File: src/sv/pcbd_pkg.sv
package pcbd_pkg;

  // Table geometry
  localparam int NUM_ENTRIES      = 257;
  localparam int SYM_W            = 9;
  localparam int LEN_W            = 5;
  localparam int IN_CODE_W        = 16;
  localparam int BYTE_W           = 8;
  localparam int STATUS_W         = 2;
  localparam int CMP_LW           = 6;   // common width for length compares
  localparam int DEF_MAX_CODE_LEN = 16;

  localparam logic [SYM_W-1:0] END_SYMBOL = 9'd256;

  // Input item kinds
  localparam logic MODE_LOAD   = 1'b0;
  localparam logic MODE_DECODE = 1'b1;

  // Result status codes
  localparam logic [STATUS_W-1:0] ST_SYMBOL = 2'd0;
  localparam logic [STATUS_W-1:0] ST_END    = 2'd1;
  localparam logic [STATUS_W-1:0] ST_NOCODE = 2'd2;
  localparam logic [STATUS_W-1:0] ST_UNUSED = 2'd3;

  // Controller to datapath commands
  typedef struct packed {
    logic clr_write;   // zero one table entry during the clearing pass
    logic load;        // write an entry, reset accumulator and end flag
    logic start_byte;  // latch a data byte
    logic shift;       // move one bit into the accumulator
    logic scan_start;  // rewind table scan
    logic scan_run;    // read one entry, advance scan
    logic capture;     // record a result, clear accumulator
    logic commit;      // pending -> output (not last), new result -> pending
    logic flush;       // pending -> output as last beat
  } cmd_t;

  // Datapath to controller status
  typedef struct packed {
    logic clear_last;
    logic hit;
    logic scan_done;
    logic acc_full;
    logic bits_left;
    logic end_reached;
    logic pend_valid;
    logic out_free;
  } stat_t;

endpackage

File: src/sv/pcbd_ctrl.sv
module pcbd_ctrl
  import pcbd_pkg::*;
(
  input  logic  clk,
  input  logic  rst,
  input  logic  in_valid,
  input  logic  in_mode,
  output logic  in_ready,
  input  stat_t stat,
  output cmd_t  cmd
);

  localparam logic [2:0] S_CLEAR  = 3'd0;
  localparam logic [2:0] S_IDLE   = 3'd1;
  localparam logic [2:0] S_SHIFT  = 3'd2;
  localparam logic [2:0] S_SCAN   = 3'd3;
  localparam logic [2:0] S_COMMIT = 3'd4;
  localparam logic [2:0] S_FLUSH  = 3'd5;

  logic [2:0] state;
  logic [2:0] state_next;

  always_ff @(posedge clk) begin
    if (rst) begin
      state <= S_CLEAR;
    end else begin
      state <= state_next;
    end
  end

  always_comb begin
    state_next = state;
    cmd        = '0;
    in_ready   = 1'b0;
    unique case (state)
      // Zero every table entry after reset
      S_CLEAR: begin
        cmd.clr_write = 1'b1;
        if (stat.clear_last) begin
          state_next = S_IDLE;
        end
      end
      S_IDLE: begin
        in_ready = 1'b1;
        if (in_valid) begin
          if (in_mode == MODE_LOAD) begin
            cmd.load = 1'b1;
          end else if (!stat.end_reached) begin
            cmd.start_byte = 1'b1;
            state_next     = S_SHIFT;
          end
        end
      end
      S_SHIFT: begin
        cmd.shift      = 1'b1;
        cmd.scan_start = 1'b1;
        state_next     = S_SCAN;
      end
      // Walk the table in symbol order; first hit wins
      S_SCAN: begin
        cmd.scan_run = 1'b1;
        if (stat.hit) begin
          cmd.capture = 1'b1;
          state_next  = S_COMMIT;
        end else if (stat.scan_done) begin
          if (stat.acc_full) begin
            cmd.capture = 1'b1;
            state_next  = S_COMMIT;
          end else if (stat.bits_left) begin
            state_next = S_SHIFT;
          end else begin
            state_next = S_FLUSH;
          end
        end
      end
      S_COMMIT: begin
        if (!stat.pend_valid || stat.out_free) begin
          cmd.commit = 1'b1;
          if (stat.end_reached || !stat.bits_left) begin
            state_next = S_FLUSH;
          end else begin
            state_next = S_SHIFT;
          end
        end
      end
      S_FLUSH: begin
        if (!stat.pend_valid) begin
          state_next = S_IDLE;
        end else if (stat.out_free) begin
          cmd.flush  = 1'b1;
          state_next = S_IDLE;
        end
      end
      default: begin
        state_next = S_IDLE;
      end
    endcase
  end

endmodule

File: config.mk
export PLATFORM = sky130hd
export DESIGN_NAME = pcbd_ctrl
export DESIGN_NICKNAME = d
export VERILOG_FILES = /design/src/sv/pcbd_pkg.sv /design/src/sv/pcbd_ctrl.sv
export SDC_FILE = /design/constraint.sdc
export NUM_CORES = 1
export LEC_CHECK = 0
export BUFFER_PORTS_ARGS = -buffer_cell sky130_fd_sc_hd__buf_2
export CORE_AREA = 2 2 39 41
export CTS_BUF_LIST = sky130_fd_sc_hd__clkbuf_8
export CTS_CLUSTER_SIZE = 12
export DETAILED_ROUTE_END_ITERATION = 10
export DIE_AREA = 0 0 41 43
export GPL_TIMING_DRIVEN = 0
export MAX_ROUTING_LAYER = met4
export PLACE_DENSITY = 0.61
export SYNTH_ARGS = -nofsm -noshare
export SYNTH_HDL_FRONTEND = slang
export SYNTH_SLANG_ARGS = --single-unit
File: constraint.sdc
create_clock -name clk -period 3.3 [get_ports clk]
set_clock_uncertainty 0.05 [all_clocks]
set_input_delay 0 -clock clk [delete_from_list [all_inputs] [get_ports clk]]
set_output_delay 0 -clock clk [all_outputs]
set_load 0.01 [all_outputs]
==> flow_metrics.py <==
metrics = {
    "sta": {
        "fmax_ghz": 0.6381,
        "drv_slew": 0,
        "setup-tns-final_ps": 0,
        "tightest_slew_ps": 349.0,
        "rsz0062_at_grt": "false",
        "fin_crit_sh": 0.4749,
        "period_needed_ps": 1567,
        "relSlewSlack": 0.7673,
        "finalSetupViolations": 0,
        "hold_viol_final": 0,
    },
    "clocking": {
        "cts.sinks": 3,
        "cts_resized": 0,
        "clkTransAtPathRegs_ps": 30,
        "tritoncts": "done",
        "htree_levels": 1,
        "clock_path_buffers": 2,
        "clk_latency_ps": 220,
        "cts_made_buffers": 3,
        "cts_root_buf": "clkbuf_8",
    },
    "layout": {
        "final_common_cell": "buf_2",
        "nets": 89,
        "nFillCells": 144,
        "mostFrequentLayoutCells": "buf_2 (21), nand2_1 (6), nor2_1 (5), nand3_1 (5)",
        "regMostFlops": "state",
        "area_growth_pct": 52.94,
        "diodes": 0,
        "largest_reg_flops": 3,
        "drive_above_1_share": 0.3684,
        "reg_top3": "state (3)",
    },
    "flow_run": {
        "maxCapViolations": 0,
    },
    "die": {
        "die_width_um": 41,
        "row_count": 14,
        "die_h_um": 43,
        "ios": 22,
        "die_area_sq_um": 1763,
        "fp.coreArea_sq_um": 1384,
        "start_util": 0.2459,
    },
    "synth": {
        "syn_nets": 62,
        "ys_seq_area_frac": 0.1765,
        "synth_top_area_cell": "dfxtp_1",
        "yosys_warnings": 0,
        "synth_area_sq_um": 340.3,
        "yosys.area.top_type_share": 0.1765,
        "synthTopCellsByArea": "dfxtp_1 (18%), nand3_1 (7.4%), nor2b_1 (7.4%)",
        "ys_seq_elements": 3,
        "netlist_instances": 50,
        "synth_cell_types": 24,
        "avgSynthCellArea_sq_um": 6.807,
    },
    "critical_path": {
        "cp.required_ps": 3250,
        "path_class": "reg -> out",
        "reg2reg_depth": 4,
        "regToRegSetupSlack_ps": 1890,
        "cp_data_arrival_time_ps": 1520,
        "cp-start-kind": "flop",
        "critPathMaxFanout": 10,
        "rr_startpoint": "state[2]",
        "rr_endpoint": "state[0]",
        "endpoint_kind": "output port",
    },
    "grt": {
        "grt_usage": 0.1376,
        "grt_pass1_vias": 413,
        "antenna_found_initial": 0,
        "grt_overflow": 0,
        "grt_pass1_wl_um": 1614,
        "grt_start_max_net_pins": 11,
    },
    "min_path": {
        "hold_path.class": "in -> reg",
        "min_to": "state[2]",
        "hold_depth": 4,
        "min_from": "stat[3]",
    },
    "power_and_ir_drop": {
        "power_leakage_nw": 0.2500,
        "vdd.ir_drop.worst_mv": 0.2615,
        "power.total_uw": 371.2,
        "powerDensity_nw_per_um2": 713.3,
    },
    "placed_design": {
        "portBuffers": 21,
        "gp_congestion": 0.8765,
        "dp_hpwl_um": 722.2,
    },
    "routing": {
        "drc": 0,
        "routedWlPerCell_um": 10.60,
        "wl_um": 975,
        "dr_total_vias": 452,
        "drtIter0Drc": 6,
        "viasPerCell": 4.913,
        "firstDrtPassIters": 4,
        "ant_nets": 0,
    },
    "outcome": {
        "outcome": "complete, no violations",
    },
}
[worst max-delay path by stage]
stage | start | to | cells past startpoint
after detailed placement | state[2] | state[0] | 4
after CTS | state[0] | cmd[7] | 5
final | state[0] | cmd[7] | 5
after global routing | state[0] | cmd[7] | 5
after global placement | state[2] | state[0] | 4
after floorplan | state[1] | state[1] | 4
[critical path, cell delays in order (launching register included)]
cell and delay (ps):
dfxtp_1 360, buf_6 150, nor2b_1 260, nand2_1 160
nor3b_1 210, buf_2 160
[routing by layer]
| metal | track usage | vias to the layer above | part of all wire |
|---|---|---|---|
| li1 | - | 237 | - |
| met1 | 0.1853 | 196 | 0.44 |
| met2 | 0.1844 | 17 | 0.46 |
| met3 | 0.03141 | 2 | 0.069 |
| met4 | 0.07333 | 0 | 0.023 |
| met5 | - | - | 0 |
[cells by family (layout without fill, tap and decap cells)]
| logic type | Yosys count | after routing | share of synthesized area |
|---|---|---|---|
| compound gates | 11 | 11 | 0.2537 |
| buf+inv | 5 | 31 | 0.08824 |
| flops | 3 | 3 | 0.1765 |
| simple gates | 31 | 31 | 0.4816 |
[stage by stage]
step             util  area, sq um  hold WS, ps  setup WS [ps]  instances
2_1_floorplan       -        340.3      -0.5189           2040         50
3_3_place_gp   0.3363        465.4        169.7           1904         87
3_5_place_dp   0.3363        465.4        167.1           1915         87
4_1_cts        0.3761        520.5        68.33           1734         92
5_1_grt        0.3761        520.5        107.3           1645         92
6_report       0.3761        520.5        69.55           1733         92
[synthesized netlist by cell type]
master	n
buf_4	1
a21oi_1	3
nand2_1	6
nor3b_1	1
nor2_1	5
nand3b_1	1
a31oi_1	1
nand2b_1	1
buf_6	1
and4bb_1	1
o21ai_0	2
or3_1	2
a311oi_2	1
inv_1	2
o31ai_1	1
a311oi_1	1
dfxtp_1	3
a221oi_2	1
o22a_1	1
nand3_1	5
nor3_1	4
and2_1	1
clkbuf_1	1
nor2b_1	4
[cell type report]
type	count	area [sq um]	share of cell area
plain buffers	3	22.52	0.04327
clock buffers	3	41.29	0.07933
clock inverters	1	3.754	0.007212
inverters	2	7.507	0.01442
multi-input cells	42	250.2	0.4808
flip-flops and latches	3	60.06	0.1154
well taps	16	20.02	0.03846
repair buffers	22	115.1	0.2212
[timing repair]
item | in CTS | in global routing
hold buffers | 1 | 0
hold endpoints to repair | 3 | 0
setup buffers | 0 | 0
[power by group]
group / total [mW] / switching [mW] / internal, mW
logic: 0.201 / 0.110 / 0.0910
clock network: 0.107 / 0.0272 / 0.0794
registers: 0.0640 / 0.0158 / 0.0482
Note: power is estimated with default switching activity, not from simulation.
